[config.mk]
export PLATFORM = sky130hd
export DESIGN_NAME = text_glyph_column_renderer
export DESIGN_NICKNAME = d
export VERILOG_FILES = /design/src/design/tgcr_pkg.sv /design/src/design/tgcr_cursor.sv /design/src/design/tgcr_emitter.sv /design/src/design/text_glyph_column_renderer.sv
export SDC_FILE = /design/constraint.sdc
export NUM_CORES = 1
export LEC_CHECK = 0
export ABC_AREA = 1
export BUFFER_PORTS_ARGS = -buffer_cell sky130_fd_sc_hd__buf_2
export CORE_ASPECT_RATIO = 0.75
export CORE_UTILIZATION = 61
export CTS_CLUSTER_DIAMETER = 30
export CTS_CLUSTER_SIZE = 14
export DETAILED_ROUTE_END_ITERATION = 10
export HOLD_SLACK_MARGIN = 0.12
export PLACE_DENSITY = 0.89
export SKIP_CTS_REPAIR_TIMING = 1
export SYNTH_ARGS = -nofsm -noshare
export SYNTH_HDL_FRONTEND = slang
export SYNTH_HIERARCHICAL = 1
export SYNTH_SLANG_ARGS = --single-unit
[constraint.sdc]
create_clock -name clk -period 4.8 [get_ports clk]
set_clock_uncertainty 0.15 [all_clocks]
set_input_delay 0.96 -clock clk [delete_from_list [all_inputs] [get_ports clk]]
set_output_delay 0.96 -clock clk [all_outputs]
set_load 0.05 [all_outputs]
[src/design/tgcr_pkg.sv]
// Shared constants, types and the 6x8 font table of the text glyph column renderer.
package tgcr_pkg;

    // Screen size in pixels.
    localparam int unsigned SCREEN_WIDTH  = 128;
    localparam int unsigned SCREEN_HEIGHT = 64;

    // Character cell size in pixels.
    localparam int unsigned CELL_W = 6;
    localparam int unsigned CELL_H = 8;

    // Column counter value of the sixth, final glyph column.
    localparam logic [2:0] CELL_LAST = 3'(CELL_W - 1);

    // Range of character codes that the font covers.
    localparam logic [7:0] FIRST_CODE = 8'd32;
    localparam logic [7:0] LAST_CODE  = 8'd90;

    // Operation codes carried in tuser of the input stream.
    localparam logic OP_WRITE_CHAR = 1'b0;
    localparam logic OP_SET_CURSOR = 1'b1;

    // One character handed from the cursor stage to the column emitter.
    typedef struct packed {
        logic [7:0]  col;    // wrapped cursor column of the first glyph column
        logic [5:0]  row;    // wrapped cursor row of the top pixel
        logic [47:0] glyph;  // six column bytes, first column in the lowest byte
    } tgcr_load_t;

    // Returns the six column bytes of one glyph, first column in bits 7:0.
    function automatic logic [47:0] glyph_lookup(input logic [5:0] idx);
        logic [47:0] g;
        case (idx)
            6'd0:  g = 48'h00_00_00_00_00_00;
            6'd1:  g = 48'h00_00_00_5F_00_00;
            6'd2:  g = 48'h00_00_07_00_07_00;
            6'd3:  g = 48'h00_14_7F_14_7F_14;
            6'd4:  g = 48'h00_12_2A_7F_2A_24;
            6'd5:  g = 48'h00_62_64_08_13_23;
            6'd6:  g = 48'h00_50_20_56_49_36;
            6'd7:  g = 48'h00_00_03_07_08_00;
            6'd8:  g = 48'h00_00_41_22_1C_00;
            6'd9:  g = 48'h00_00_1C_22_41_00;
            6'd10: g = 48'h00_2A_1C_7F_1C_2A;
            6'd11: g = 48'h00_08_08_3E_08_08;
            6'd12: g = 48'h00_00_30_70_80_00;
            6'd13: g = 48'h00_08_08_08_08_08;
            6'd14: g = 48'h00_00_60_60_00_00;
            6'd15: g = 48'h00_02_04_08_10_20;
            6'd16: g = 48'h00_3E_45_49_51_3E;
            6'd17: g = 48'h00_00_40_7F_42_00;
            6'd18: g = 48'h00_46_49_49_49_72;
            6'd19: g = 48'h00_33_4D_49_41_21;
            6'd20: g = 48'h00_10_7F_12_14_18;
            6'd21: g = 48'h00_39_45_45_45_27;
            6'd22: g = 48'h00_31_49_49_4A_3C;
            6'd23: g = 48'h00_07_09_11_21_41;
            6'd24: g = 48'h00_36_49_49_49_36;
            6'd25: g = 48'h00_1E_29_49_49_46;
            6'd26: g = 48'h00_00_00_14_00_00;
            6'd27: g = 48'h00_00_00_34_40_00;
            6'd28: g = 48'h00_41_22_14_08_00;
            6'd29: g = 48'h00_14_14_14_14_14;
            6'd30: g = 48'h00_08_14_22_41_00;
            6'd31: g = 48'h00_06_09_59_01_02;
            6'd32: g = 48'h00_4E_59_5D_41_3E;
            6'd33: g = 48'h00_7C_12_11_12_7C;
            6'd34: g = 48'h00_36_49_49_49_7F;
            6'd35: g = 48'h00_22_41_41_41_3E;
            6'd36: g = 48'h00_3E_41_41_41_7F;
            6'd37: g = 48'h00_41_49_49_49_7F;
            6'd38: g = 48'h00_01_09_09_09_7F;
            6'd39: g = 48'h00_73_51_41_41_3E;
            6'd40: g = 48'h00_7F_08_08_08_7F;
            6'd41: g = 48'h00_00_41_7F_41_00;
            6'd42: g = 48'h00_01_3F_41_40_20;
            6'd43: g = 48'h00_41_22_14_08_7F;
            6'd44: g = 48'h00_40_40_40_40_7F;
            6'd45: g = 48'h00_7F_02_1C_02_7F;
            6'd46: g = 48'h00_7F_10_08_04_7F;
            6'd47: g = 48'h00_3E_41_41_41_3E;
            6'd48: g = 48'h00_06_09_09_09_7F;
            6'd49: g = 48'h00_5E_21_51_41_3E;
            6'd50: g = 48'h00_46_29_19_09_7F;
            6'd51: g = 48'h00_32_49_49_49_26;
            6'd52: g = 48'h00_03_01_7F_01_03;
            6'd53: g = 48'h00_3F_40_40_40_3F;
            6'd54: g = 48'h00_1F_20_40_20_1F;
            6'd55: g = 48'h00_3F_40_38_40_3F;
            6'd56: g = 48'h00_63_14_08_14_63;
            6'd57: g = 48'h00_03_04_78_04_03;
            6'd58: g = 48'h00_43_4D_49_59_61;
            default: g = 48'h00_00_00_00_00_00;
        endcase
        return g;
    endfunction

endpackage

[src/design/tgcr_cursor.sv]
// Input register, text cursor and wrap logic of the text glyph column renderer.
module tgcr_cursor (
    input  logic               clk,
    input  logic               rst_n,
    input  logic               s_tvalid,
    output logic               s_tready,
    input  logic [23:0]        s_tdata,   // char_code[7:0], cursor_col[14:8], cursor_row[20:15]
    input  logic               s_tuser,   // operation
    output logic               load_valid,
    input  logic               load_ready,
    output tgcr_pkg::tgcr_load_t load
);
    import tgcr_pkg::*;

    logic       in_valid_reg;
    logic       op_reg;
    logic [7:0] code_reg;
    logic [6:0] ccol_reg;
    logic [5:0] crow_reg;
    logic [7:0] text_col_reg;
    logic [7:0] text_col_next;
    logic [5:0] text_row_reg;
    logic [5:0] text_row_next;

    logic       printable;
    logic       is_char;
    logic       in_consume;
    logic [8:0] col_sum;
    logic       col_wrap;
    logic [7:0] row_a;
    logic [8:0] row_sum;
    logic       row_wrap;
    logic [7:0] col_fin;
    logic [5:0] row_fin;

    assign printable  = (code_reg >= FIRST_CODE) && (code_reg <= LAST_CODE);
    assign is_char    = in_valid_reg && (op_reg == OP_WRITE_CHAR) && printable;
    assign in_consume = in_valid_reg && (!is_char || load_ready);
    assign s_tready   = !in_valid_reg || in_consume;

    // Wrap to the next line when the cell would cross the right edge, then
    // to the top when it would cross the bottom edge.
    always_comb
    begin
        col_sum  = {1'b0, text_col_reg} + 9'(CELL_W);
        col_wrap = col_sum > 9'(SCREEN_WIDTH);
        row_a    = col_wrap ? ({2'b00, text_row_reg} + 8'(CELL_H)) : {2'b00, text_row_reg};
        row_sum  = {1'b0, row_a} + 9'(CELL_H);
        row_wrap = row_sum > 9'(SCREEN_HEIGHT);
        col_fin  = col_wrap ? 8'd0 : text_col_reg;
        row_fin  = row_wrap ? 6'd0 : row_a[5:0];
    end

    always_comb
    begin
        text_col_next = text_col_reg;
        text_row_next = text_row_reg;
        if (in_consume)
        begin
            if (op_reg == OP_SET_CURSOR)
            begin
                text_col_next = {1'b0, ccol_reg};
                text_row_next = crow_reg;
            end
            else if (printable)
            begin
                text_col_next = col_fin + 8'(CELL_W);
                text_row_next = row_fin;
            end
        end
    end

    assign load_valid = is_char;
    assign load.col   = col_fin;
    assign load.row   = row_fin;
    assign load.glyph = glyph_lookup(6'(code_reg - FIRST_CODE));

    always_ff @(posedge clk or negedge rst_n)
    begin
        if (!rst_n)
        begin
            in_valid_reg <= 1'b0;
            text_col_reg <= 8'd0;
            text_row_reg <= 6'd0;
        end
        else
        begin
            text_col_reg <= text_col_next;
            text_row_reg <= text_row_next;
            if (s_tready)
            begin
                in_valid_reg <= s_tvalid;
            end
        end
    end

    always_ff @(posedge clk)
    begin
        if (s_tvalid && s_tready)
        begin
            op_reg   <= s_tuser;
            code_reg <= s_tdata[7:0];
            ccol_reg <= s_tdata[14:8];
            crow_reg <= s_tdata[20:15];
        end
    end

    // A word that makes no glyph never waits in the input register.
    a_nonchar_consumed: assert property (@(posedge clk) disable iff (!rst_n)
        (in_valid_reg && !is_char) |-> in_consume)
        else $error("non-character word stalled in input register");

    // The cursor only moves when a word leaves the input register.
    a_cursor_hold: assert property (@(posedge clk) disable iff (!rst_n)
        !in_consume |=> ($stable(text_col_reg) && $stable(text_row_reg)))
        else $error("cursor changed without a consumed word");

endmodule

[src/design/tgcr_emitter.sv]
// Glyph column counter and output register of the text glyph column renderer.
module tgcr_emitter (
    input  logic               clk,
    input  logic               rst_n,
    input  logic               load_valid,
    output logic               load_ready,
    input  tgcr_pkg::tgcr_load_t load,
    output logic               m_tvalid,
    input  logic               m_tready,
    output logic [23:0]        m_tdata,   // column[6:0], top_row[12:7], glyph_bits[20:13]
    output logic               m_tlast    // last_column
);
    import tgcr_pkg::*;

    logic        busy_reg;
    logic [2:0]  cnt_reg;
    logic [7:0]  col_reg;
    logic [5:0]  row_reg;
    logic [47:0] glyph_reg;

    logic        m_valid_reg;
    logic [6:0]  out_col_reg;
    logic [5:0]  out_row_reg;
    logic [7:0]  out_bits_reg;
    logic        out_last_reg;

    logic        out_free;
    logic        emit;
    logic        last;

    assign out_free   = !m_valid_reg || m_tready;
    assign emit       = busy_reg && out_free;
    assign last       = cnt_reg == CELL_LAST;
    assign load_ready = !busy_reg || (emit && last);

    always_ff @(posedge clk or negedge rst_n)
    begin
        if (!rst_n)
        begin
            busy_reg    <= 1'b0;
            cnt_reg     <= 3'd0;
            m_valid_reg <= 1'b0;
        end
        else
        begin
            if (load_valid && load_ready)
            begin
                busy_reg <= 1'b1;
                cnt_reg  <= 3'd0;
            end
            else if (emit)
            begin
                busy_reg <= !last;
                cnt_reg  <= cnt_reg + 3'd1;
            end
            if (out_free)
            begin
                m_valid_reg <= emit;
            end
        end
    end

    always_ff @(posedge clk)
    begin
        if (load_valid && load_ready)
        begin
            col_reg   <= load.col;
            row_reg   <= load.row;
            glyph_reg <= load.glyph;
        end
        else if (emit)
        begin
            glyph_reg <= {8'd0, glyph_reg[47:8]};
        end
        if (emit)
        begin
            out_col_reg  <= 7'(col_reg + {5'd0, cnt_reg});
            out_row_reg  <= row_reg;
            out_bits_reg <= glyph_reg[7:0];
            out_last_reg <= last;
        end
    end

    assign m_tvalid = m_valid_reg;
    assign m_tdata  = {3'd0, out_bits_reg, out_row_reg, out_col_reg};
    assign m_tlast  = out_last_reg;

    // The column counter never runs past the sixth column.
    a_cnt_range: assert property (@(posedge clk) disable iff (!rst_n)
        busy_reg |-> (cnt_reg <= CELL_LAST))
        else $error("column counter out of range");

    // A new character only replaces one whose last column is leaving now.
    a_no_overrun: assert property (@(posedge clk) disable iff (!rst_n)
        (load_valid && load_ready && busy_reg) |-> (out_free && last))
        else $error("character loaded over an unfinished one");

endmodule

[src/design/text_glyph_column_renderer.sv]
// Top level of the text glyph column renderer: cursor stage feeding the column emitter.
//
// Each input word either sets the text cursor (tuser high: cursor_col and cursor_row are
// stored as given) or writes one character (tuser low). A character with a code from 32
// to 90 first wraps the cursor to the next 8-pixel line when its 6-pixel cell would cross
// the right edge, and to row 0 when the cell would cross the bottom edge; it then leaves
// as six output words, one per glyph column, with bit 0 of glyph_bits as the top pixel
// and tlast on the sixth, and the cursor advances by 6 columns. Any other code produces
// no output and leaves the cursor alone. A rendered character holds the column emitter while
// its six columns leave, and the next one is taken as its last column leaves; set-cursor
// and unknown-code words pass through the input register without waiting for the emitter
// and can slip in while a character is still being emitted. The first column of a character
// passes from the input register through the emitter's glyph register to its output
// register. Screen size is fixed at 128 by 64 pixels by package constants.
module text_glyph_column_renderer (
    input  logic        clk,
    input  logic        rst_n,
    input  logic        s_tvalid,
    output logic        s_tready,
    input  logic [23:0] s_tdata,   // char_code[7:0], cursor_col[14:8], cursor_row[20:15]
    input  logic        s_tuser,   // operation: 0 writes a character, 1 sets the cursor
    output logic        m_tvalid,
    input  logic        m_tready,
    output logic [23:0] m_tdata,   // column[6:0], top_row[12:7], glyph_bits[20:13]
    output logic        m_tlast    // last_column
);
    import tgcr_pkg::*;

    logic       load_valid;
    logic       load_ready;
    tgcr_load_t load;

    tgcr_cursor u_cursor (
        .clk        (clk),
        .rst_n      (rst_n),
        .s_tvalid   (s_tvalid),
        .s_tready   (s_tready),
        .s_tdata    (s_tdata),
        .s_tuser    (s_tuser),
        .load_valid (load_valid),
        .load_ready (load_ready),
        .load       (load)
    );

    tgcr_emitter u_emitter (
        .clk        (clk),
        .rst_n      (rst_n),
        .load_valid (load_valid),
        .load_ready (load_ready),
        .load       (load),
        .m_tvalid   (m_tvalid),
        .m_tready   (m_tready),
        .m_tdata    (m_tdata),
        .m_tlast    (m_tlast)
    );

endmodule
**After elaboration in Yosys (flattened, before gate mapping)**

Memory sizes are Yosys's and may differ from the RTL's.
Index checks and enable logic that the tools add are counted.

- Add/sub/neg operators: 7
- $lt $le $gt $ge: 4
- Equality and inequality tests: 1
- Mux-type cells: 13
- Bitwise operators: 1
- Reductions and logical operators: 20

Operator list:

| kind | count |
|---|---|
| $mux 48 | 2 |
| $mux 8 | 4 |
| $mux 6 | 3 |
| $add 8x3->9 const B | 1 |
| $add 8x4->9 const B | 1 |
| $gt 9x7->1 const B | 1 |
| $gt 9x8->1 const B | 1 |
| $add 8x3->8 const B | 1 |
| $ge 8x6->1 const B | 1 |
| $le 8x7->1 const B | 1 |
| $logic_and 1x1->1 | 8 |
| $add 6x4->7 const B | 1 |
| $add 7x3->7 | 1 |
| $mux 3 | 2 |
| $sub 6x6->6 const B | 1 |
| $logic_not 1->1 | 5 |
| $logic_or 1x1->1 | 4 |
| $reduce_bool 2->1 | 2 |
| $add 3x1->3 const B | 1 |
| $eq 3x3->1 const B | 1 |
| $mux 1 | 2 |
| $reduce_and 2->1 | 1 |
| $not 1->1 | 1 |

- Register bits: 125
- ROM bits: 2,304
- Output and inout bits: 27
- Memories: 1

Memories:

| memory | words | width | read ports | clocked after Yosys merged registers in | wr ports | line | RTL |
|---|---|---|---|---|---|---|---|
| (no name shown) | 64 | 36 | 1 | 0 | 0 | tgcr_pkg.sv:33 | `case (idx)` |

**Depth between registers and ports, before layout**

Gate-level depths: netlist of run 1.

- Word-level depth: 9
- Gate-level depth with buffers: 20
- Depth with buffers taken out: 20

**By module**

Netlist of run 1, hierarchy kept.

By module, submodules not included:

| module | instances | cells each | area an instance (um^2) | seq. area each (um^2) |
|---|---|---|---|---|
| tgcr_cursor | 1 | 637 | 4,070.2 | 1,036.0 |
| tgcr_emitter | 1 | 296 | 3,575.9 | 2,617.5 |

**Least setup slack after synthesis of run 1**

Ideal clock, no wire load.

- Kind: register -> register
- Start: reg u_cursor.code_reg[2]
- End: reg u_emitter.cnt_reg[2]
- Setup time: 0.125 ns
- Arrival time: 3.617 ns
- Data required time: 4.525 ns
- Slack: 0.908 ns
- Stages on the path, launching flop included: 15
- Period minus slack after synthesis: 3.892 ns
- Cell sequence: edfxtp_1 > inv_1 > clkbuf_1 > ha_1 > a21oi_1 > a31oi_1 > o21ai_0 > nor2_1 > nand2_1 > inv_1 > inv_1 > o21ai_2 > inv_1 > nand2_1 > nand2_1

- Word-level cells in the longest chain between the ends: 5
- Elaborated cells between the ends (all ways): 7

Ends and longest elaborated chain:

| item | line | RTL |
|---|---|---|
| from (decl) | tgcr_cursor.sv:17 | `logic [7:0] code_reg;` |
| from (signal assigned) | tgcr_cursor.sv:102 | `code_reg <= s_tdata[7:0];` |
| $ge 8x6->1 or $le 8x7->1 (tied branches) | tgcr_cursor.sv:36 | `assign printable = (code_reg >= FIRST_CODE) && (code_reg <= LAST_CODE);` |
| $logic_and 1x1->1 * | tgcr_cursor.sv:36 |  |
| $logic_and 1x1->1 * | tgcr_cursor.sv:37 | `assign is_char = in_valid_reg && (op_reg == OP_WRITE_CHAR) && printable;` |
| via load_valid | text_glyph_column_renderer.sv:29 | `logic load_valid;` |
| $logic_and 1x1->1 * | tgcr_emitter.sv:46 | `if (load_valid && load_ready)` |
| $mux 3 or $reduce_bool 2->1 (tied branches) | n/a |  |
| to (signal assigned) | tgcr_emitter.sv:54 | `cnt_reg <= cnt_reg + 3'd1;` |
| to (decl) | tgcr_emitter.sv:16 | `logic [2:0] cnt_reg;` |

The timed path passes the listed nets; every way through them passes the cells marked *.
A chain may end at the register's enable or synchronous reset.

**Worst setup path in the final report of run 1**

- Start: reg u_cursor.code_reg[1]
- End: out s_tready

- Word-level cells in the longest chain between the ends: 7
- Elaborated cells between the ends (all ways): 8

Ends and longest elaborated chain:

| item | line | RTL |
|---|---|---|
| $ge 8x6->1 or $le 8x7->1 (tied branches) | tgcr_cursor.sv:36 |  |
| $logic_and 1x1->1 * | tgcr_cursor.sv:36 |  |
| $logic_and 1x1->1 * | tgcr_cursor.sv:37 |  |
| via load_valid | text_glyph_column_renderer.sv:29 |  |
| $logic_not 1->1 * | tgcr_cursor.sv:38 | `assign in_consume = in_valid_reg && (!is_char \|\| load_ready);` |
| $logic_or 1x1->1 * | tgcr_cursor.sv:38 |  |
| $logic_and 1x1->1 * | tgcr_cursor.sv:38 |  |
| $logic_or 1x1->1 * | tgcr_cursor.sv:39 | `assign s_tready = !in_valid_reg \|\| in_consume;` |
| to (decl) | text_glyph_column_renderer.sv:19 | `output logic s_tready,` |

Marked as above.

==> results of run 1 <==
==> critical path, stage by stage, from the launching register on <==
cell,delay [ps]
edfxtp_1,640
inv_1,360
nand2_1,190
a31oi_1,90
o21ai_0,380
nor2_1,110
nand2_1,110
inv_1,120
nand2_1,150
buf_2,300
==> metrics by stage <==
| step | hold slack [ps] | worst slack, ps | instances | utilization [%] |
|---|---|---|---|---|
| finish | 269 | 819 | 1162 | 69.7 |
| global route | 276 | 746 | 1161 | 69.7 |
| CTS | 271 | 896 | 1161 | 69.7 |
| detailed placement | 255 | 1360 | 1129 | 65.3 |
| global placement | 251 | 1340 | 1129 | 65.3 |
| floorplan | 250 | 908 | 945 | - |
==> per-layer routing <==
layer	GRT usage [%]	routed length, um
met1	53.5	9940
met2	55.6	10200
met3	11.6	3040
met4	12.3	616
met5	0	0
==> final cells by class <==
class,instances,area (um2)
clock buffer,18,429
fill,945,3720
multi-input combinational,655,3310
clock inverter,14,108
timing repair buffer,70,403
inverter,113,429
tap,166,208
antenna,1,2.50
sequential,125,3650
==> path summary, 6_finish.rpt <==
check	endpoint	from	cells after the start
max	s_tready	u_cursor/code_reg[1]	9
min	u_emitter/out_bits_reg[3]	u_emitter/glyph_reg[3]	0
max reg2reg	u_emitter/glyph_reg[14]	u_cursor/code_reg[1]	10
min reg2reg	u_emitter/out_bits_reg[3]	u_emitter/glyph_reg[3]	0
max in group asynchronous	u_cursor/text_col_reg[7]	rst_n	1
min in group asynchronous	u_emitter/cnt_reg[1]	rst_n	1
==> power by group <==
part,internal [uW],leakage [uW],total [uW],switching (uW)
logic,401,0.00239,1500,1100
registers,1620,0.00126,1780,165
clock network,666,0.000259,1170,503
==> flow_results.xml, run 1 <==
<?xml version="1.0" encoding="UTF-8"?>
<metrics>
  <group name="setup_path">
    <metric name="criticalPathCategory" unit="">flip-flop to output port</metric>
    <metric name="critical_path_start_type" unit="">flip-flop</metric>
    <metric name="worst_ep_required_time" unit="ps">3690</metric>
    <metric name="r2r_setup_slk" unit="ps">1250</metric>
    <metric name="data_arrival_time_of_the_critical_path" unit="ps">2870</metric>
    <metric name="cp_max_fo" unit="">10</metric>
    <metric name="end_kind" unit="">output port</metric>
  </group>
  <group name="clock_network">
    <metric name="cts_tree" unit="">built</metric>
    <metric name="cts.htree.levels" unit="">4</metric>
    <metric name="clkTransAtPathRegs" unit="ps">60</metric>
    <metric name="ctsLongestPathBuffers" unit="">2</metric>
    <metric name="clock_sink_count" unit="">125</metric>
    <metric name="tritoncts.num_buffers" unit="">17</metric>
    <metric name="clk_root_buffer_cell" unit="">clkbuf_16</metric>
    <metric name="insertion_delay_of_the_later_clocked_pin_in_the_worst_skew_pair" unit="ps">420</metric>
  </group>
  <group name="timing">
    <metric name="timing.fmax" unit="MHz">251</metric>
    <metric name="finalMaxSlewViolations" unit="">0</metric>
    <metric name="report.final.hold_viol_count" unit="">0</metric>
    <metric name="grt_setup_unrepaired" unit="">no</metric>
    <metric name="setup_viol" unit="">0</metric>
    <metric name="setup_tns" unit="ps">0</metric>
    <metric name="timing.slew.headroom" unit="%">21.5</metric>
    <metric name="worst_slew_pin_tran" unit="ps">1180</metric>
    <metric name="min_period" unit="ps">3980</metric>
    <metric name="finalCritPeriodShare" unit="%">82.9</metric>
  </group>
  <group name="route">
    <metric name="vias_per_cell" unit="">6.09</metric>
    <metric name="first_pass_iters" unit="">6</metric>
    <metric name="routed_wire_length" unit="um">23800</metric>
    <metric name="detailedRoute.firstIterationViolations" unit="">1088</metric>
    <metric name="vias" unit="">7080</metric>
    <metric name="routed_wire_length_per_instance" unit="um">20.5</metric>
    <metric name="drtAntennaViolNets" unit="">0</metric>
    <metric name="drc_errors" unit="">0</metric>
  </group>
  <group name="global_route">
    <metric name="grt_remaining_overflow" unit="">0</metric>
    <metric name="antenna_found_initial" unit="">1</metric>
    <metric name="maximum_number_of_pins_on_one_net_before_global_route_repair" unit="">54</metric>
    <metric name="grt_usage" unit="%">37.8</metric>
    <metric name="number_of_global_route_vias_before_repair" unit="">6505</metric>
    <metric name="global_route_wire_length_before_repair" unit="um">36700</metric>
  </group>
  <group name="floorplanning">
    <metric name="die_height" unit="um">98.9</metric>
    <metric name="placement_rows" unit="">35</metric>
    <metric name="core_area" unit="um2">12300</metric>
    <metric name="io_pins" unit="">56</metric>
    <metric name="initial_utilization" unit="%">62.3</metric>
    <metric name="die_w" unit="um">131</metric>
    <metric name="dieArea" unit="um2">13000</metric>
  </group>
  <group name="yosys">
    <metric name="synthesis.yosys.warnings" unit="">6</metric>
    <metric name="post_synth.cell_area_avg" unit="um2">8.20</metric>
    <metric name="mappedNetlistArea" unit="um2">7640</metric>
    <metric name="syn-instance-count" unit="">932</metric>
  </group>
  <group name="placed_design">
    <metric name="globalplace.congestion" unit="">1.03</metric>
    <metric name="detailedPlacementHpwl" unit="um">16700</metric>
    <metric name="port-buffer-count" unit="">49</metric>
    <metric name="place_area" unit="um2">8000</metric>
  </group>
  <group name="cells_and_area">
    <metric name="largest_reg_flops" unit="">48</metric>
    <metric name="drive_gt1_share" unit="%">12.4</metric>
    <metric name="fin_nets" unit="">1040</metric>
    <metric name="final_design_area_no_fill" unit="um2">8540</metric>
    <metric name="layout.cells.most_common" unit="">nand2_1</metric>
    <metric name="area.growth.synth_to_final" unit="%">11.8</metric>
    <metric name="layout_common_cells" unit="">nand2_1 (260), nor2_1 (108), inv_1 (106)</metric>
  </group>
  <group name="power">
    <metric name="cellPowerDensity" unit="nW/um2">522</metric>
    <metric name="post-layout-total-power" unit="uW">4460</metric>
    <metric name="vdd.ir_drop.worst" unit="mV">0.305</metric>
    <metric name="power_leakage" unit="uW">0.00390</metric>
  </group>
  <group name="job">
    <metric name="drv_cap" unit="">0</metric>
  </group>
  <group name="run_status">
    <metric name="status" unit="">finished, final reports clean</metric>
  </group>
  <group name="min_path">
    <metric name="worst_hold_path_type" unit="">flip-flop to flip-flop</metric>
  </group>
</metrics>
No activity file was read; power rests on OpenSTA's default activity.
==> inputs of run 2 (changes only) <==
--- a/config.mk
+++ b/config.mk
@@ -8,12 +8,12 @@
 export ABC_AREA = 1
 export BUFFER_PORTS_ARGS = -buffer_cell sky130_fd_sc_hd__buf_2
 export CORE_ASPECT_RATIO = 0.75
-export CORE_UTILIZATION = 61
+export CORE_UTILIZATION = 55
 export CTS_CLUSTER_DIAMETER = 30
 export CTS_CLUSTER_SIZE = 14
 export DETAILED_ROUTE_END_ITERATION = 10
 export HOLD_SLACK_MARGIN = 0.12
-export PLACE_DENSITY = 0.89
+export PLACE_DENSITY = 0.85
 export SKIP_CTS_REPAIR_TIMING = 1
 export SYNTH_ARGS = -nofsm -noshare
 export SYNTH_HDL_FRONTEND = slang
==> constraint.sdc (replaced) <==
create_clock -name clk -period 3.4 [get_ports clk]
set_clock_uncertainty 0.15 [all_clocks]
set_input_delay 0.68 -clock clk [delete_from_list [all_inputs] [get_ports clk]]
set_output_delay 0.68 -clock clk [all_outputs]
set_load 0.05 [all_outputs]
==> run 2 against run 1 <==
  * The run now ends with DRC left
  * Largest cell class unchanged
  * Combinational power up 47%
  * Wire length up 3.6%
  * Sequential power up 41%
  * Utilization down 2.5 points
  * Largest power group unchanged
  * Global-route usage down 2.2 points
  * Count of clock-buffer cells in the layout unchanged
  * Sequential cell count unchanged
  * Power up 43%
  * Cell count up 4.1%
  * Clock power up 40%
==> flow_results.xml, run 2 (synthesis results as in run 1) <==
<?xml version="1.0" encoding="UTF-8"?>
<metrics>
  <group name="floorplanning">
    <metric name="die_height" unit="um">104</metric>
    <metric name="initial_utilization" unit="%">57.5</metric>
    <metric name="die_w" unit="um">138</metric>
    <metric name="dieArea" unit="um2">14400</metric>
    <metric name="placement_rows" unit="">36</metric>
    <metric name="core_area" unit="um2">13300</metric>
    <metric name="io_pins" unit="">56</metric>
  </group>
  <group name="clock_network">
    <metric name="clkTransAtPathRegs" unit="ps">60</metric>
    <metric name="clock_sink_count" unit="">125</metric>
    <metric name="cts.htree.levels" unit="">4</metric>
    <metric name="ctsLongestPathBuffers" unit="">2</metric>
    <metric name="clk_root_buffer_cell" unit="">clkbuf_16</metric>
    <metric name="tritoncts.num_buffers" unit="">17</metric>
    <metric name="cts_tree" unit="">built</metric>
    <metric name="insertion_delay_of_the_later_clocked_pin_in_the_worst_skew_pair" unit="ps">410</metric>
  </group>
  <group name="cells_and_area">
    <metric name="multi_input_area" unit="um2">3310</metric>
    <metric name="antenna_cells_inserted" unit="">0</metric>
    <metric name="fillers" unit="">1028</metric>
    <metric name="layout.cells.most_common" unit="">nand2_1</metric>
    <metric name="area.growth.synth_to_final" unit="%">16.9</metric>
    <metric name="final_design_area_no_fill" unit="um2">8930</metric>
    <metric name="final_core_util" unit="%">67.2</metric>
    <metric name="largest_reg_flops" unit="">48</metric>
    <metric name="fin_nets" unit="">1084</metric>
    <metric name="drive_gt1_share" unit="%">16.0</metric>
    <metric name="regArea" unit="um2">3650</metric>
    <metric name="layout_common_cells" unit="">nand2_1 (260), nor2_1 (108), inv_1 (106)</metric>
  </group>
  <group name="setup_path">
    <metric name="critical_path_start_type" unit="">flip-flop</metric>
    <metric name="worst_ep_required_time" unit="ps">2570</metric>
    <metric name="cp_max_fo" unit="">4</metric>
    <metric name="crit_path_top_delay_cell" unit="">edfxtp_1</metric>
    <metric name="cp_cell_sequence" unit="">ha_1, a21oi_1, a31oi_1, o21ai_1, nor2_1, nand2_1, inv_1, nand2_1, buf_2</metric>
    <metric name="r2r_setup_slk" unit="ps">250</metric>
    <metric name="timing.reg2reg.worst_path_depth" unit="">16</metric>
    <metric name="max_stage_delay" unit="ps">430</metric>
    <metric name="end_kind" unit="">output port</metric>
    <metric name="criticalPathCategory" unit="">flip-flop to output port</metric>
    <metric name="data_arrival_time_of_the_critical_path" unit="ps">2360</metric>
    <metric name="crit_top_cell" unit="">nand2_1</metric>
  </group>
  <group name="route">
    <metric name="detailedRoute.firstIterationViolations" unit="">1120</metric>
    <metric name="drtAntennaViolNets" unit="">0</metric>
    <metric name="first_pass_iters" unit="">9</metric>
    <metric name="vias_per_cell" unit="">5.90</metric>
    <metric name="drc_errors" unit="">12</metric>
    <metric name="routed_wire_length" unit="um">24700</metric>
    <metric name="routed_wire_length_per_instance" unit="um">20.4</metric>
    <metric name="vias" unit="">7141</metric>
  </group>
  <group name="run_status">
    <metric name="failed_checks" unit="">DRC</metric>
    <metric name="status" unit="">finished, violations left</metric>
  </group>
  <group name="global_route">
    <metric name="number_of_global_route_vias_before_repair" unit="">6784</metric>
    <metric name="grt_remaining_overflow" unit="">0</metric>
    <metric name="grt_usage" unit="%">35.6</metric>
    <metric name="antenna_found_initial" unit="">2</metric>
    <metric name="global_route_wire_length_before_repair" unit="um">37900</metric>
    <metric name="maximum_number_of_pins_on_one_net_before_global_route_repair" unit="">54</metric>
  </group>
  <group name="placed_design">
    <metric name="globalplace.congestion" unit="">1.06</metric>
    <metric name="port-buffer-count" unit="">49</metric>
    <metric name="detailedPlacementHpwl" unit="um">18300</metric>
    <metric name="place_area" unit="um2">8370</metric>
  </group>
  <group name="timing">
    <metric name="timing.slew.headroom" unit="%">59.7</metric>
    <metric name="report.final.hold_viol_count" unit="">0</metric>
    <metric name="grt_setup_unrepaired" unit="">no</metric>
    <metric name="finalMaxSlewViolations" unit="">0</metric>
    <metric name="worst_slew_pin_tran" unit="ps">590</metric>
    <metric name="finalCritPeriodShare" unit="%">93.8</metric>
    <metric name="setup_viol" unit="">0</metric>
    <metric name="timing.fmax" unit="MHz">314</metric>
    <metric name="min_period" unit="ps">3190</metric>
    <metric name="fin_hold_ws" unit="ps">266</metric>
  </group>
  <group name="min_path">
    <metric name="worst_hold_path_type" unit="">flip-flop to flip-flop</metric>
    <metric name="hold_path_depth" unit="">0</metric>
  </group>
  <group name="power">
    <metric name="cellPowerDensity" unit="nW/um2">712</metric>
    <metric name="power_leakage" unit="uW">0.00413</metric>
    <metric name="vdd.ir_drop.worst" unit="mV">0.431</metric>
  </group>
  <group name="job">
    <metric name="drv_cap" unit="">0</metric>
  </group>
</metrics>
[run 2: final timing paths]
path	start	to
worst min-delay path	u_emitter/glyph_reg[6]	u_emitter/out_bits_reg[6]
worst min register to register	u_emitter/glyph_reg[6]	u_emitter/out_bits_reg[6]
worst max register to register	u_cursor/text_col_reg[1]	u_cursor/text_col_reg[7]
worst max-delay path	u_cursor/code_reg[1]	s_tready
min in group asynchronous	rst_n	u_emitter/m_tvalid
max in group asynchronous	rst_n	u_cursor/text_col_reg[5]
[run 2: per-stage QoR]
step / std cells / total power [uW] / setup WS (ps) / setup TNS, ps
after floorplan: 945 / 3970 / 24.7 / 0
after global placement: 1175 / 4550 / 459 / 0
after detailed placement: 1175 / 4630 / 411 / 0
after CTS: 1207 / 6310 / -25.6 / -25.6
after global routing: 1210 / 6650 / 60.0 / 0
final: 1210 / 6360 / 210 / 0
[run 2: power breakdown]
group	switching (uW)	total, uW	leakage [uW]	internal [uW]
registers	225	2510	0.00126	2280
logic	1580	2210	0.00261	630
clock network	702	1640	0.000257	943
[run 2: final cells by class]
class | instances | share of cell area, %
inverters | 113 | 4.81
multi-input cells | 655 | 37.1
clock inverters | 14 | 1.22
clock buffers | 18 | 4.81
flip-flops and latches | 125 | 40.9
well taps | 171 | 2.40
repair buffers | 114 | 8.80
[run 2: metal layers]
layer  track usage [%]  wire length (um)  up-vias
met5                 0                27        -
met4              11.3               596        4
met3              14.0              3540       67
met2              50.7             10200      506
met1              49.7             10300     3280
li1                  -                 -     3284
[run 2: worst max-delay path, delay by kind of cell, from the launching register on]
family	cells	cell delay (ps)
adders and majority gates	1	360
and+or+nand+nor	3	270
AOI/OAI and AO/OA	3	540
DFF	1	430
buffers and inverters	2	350
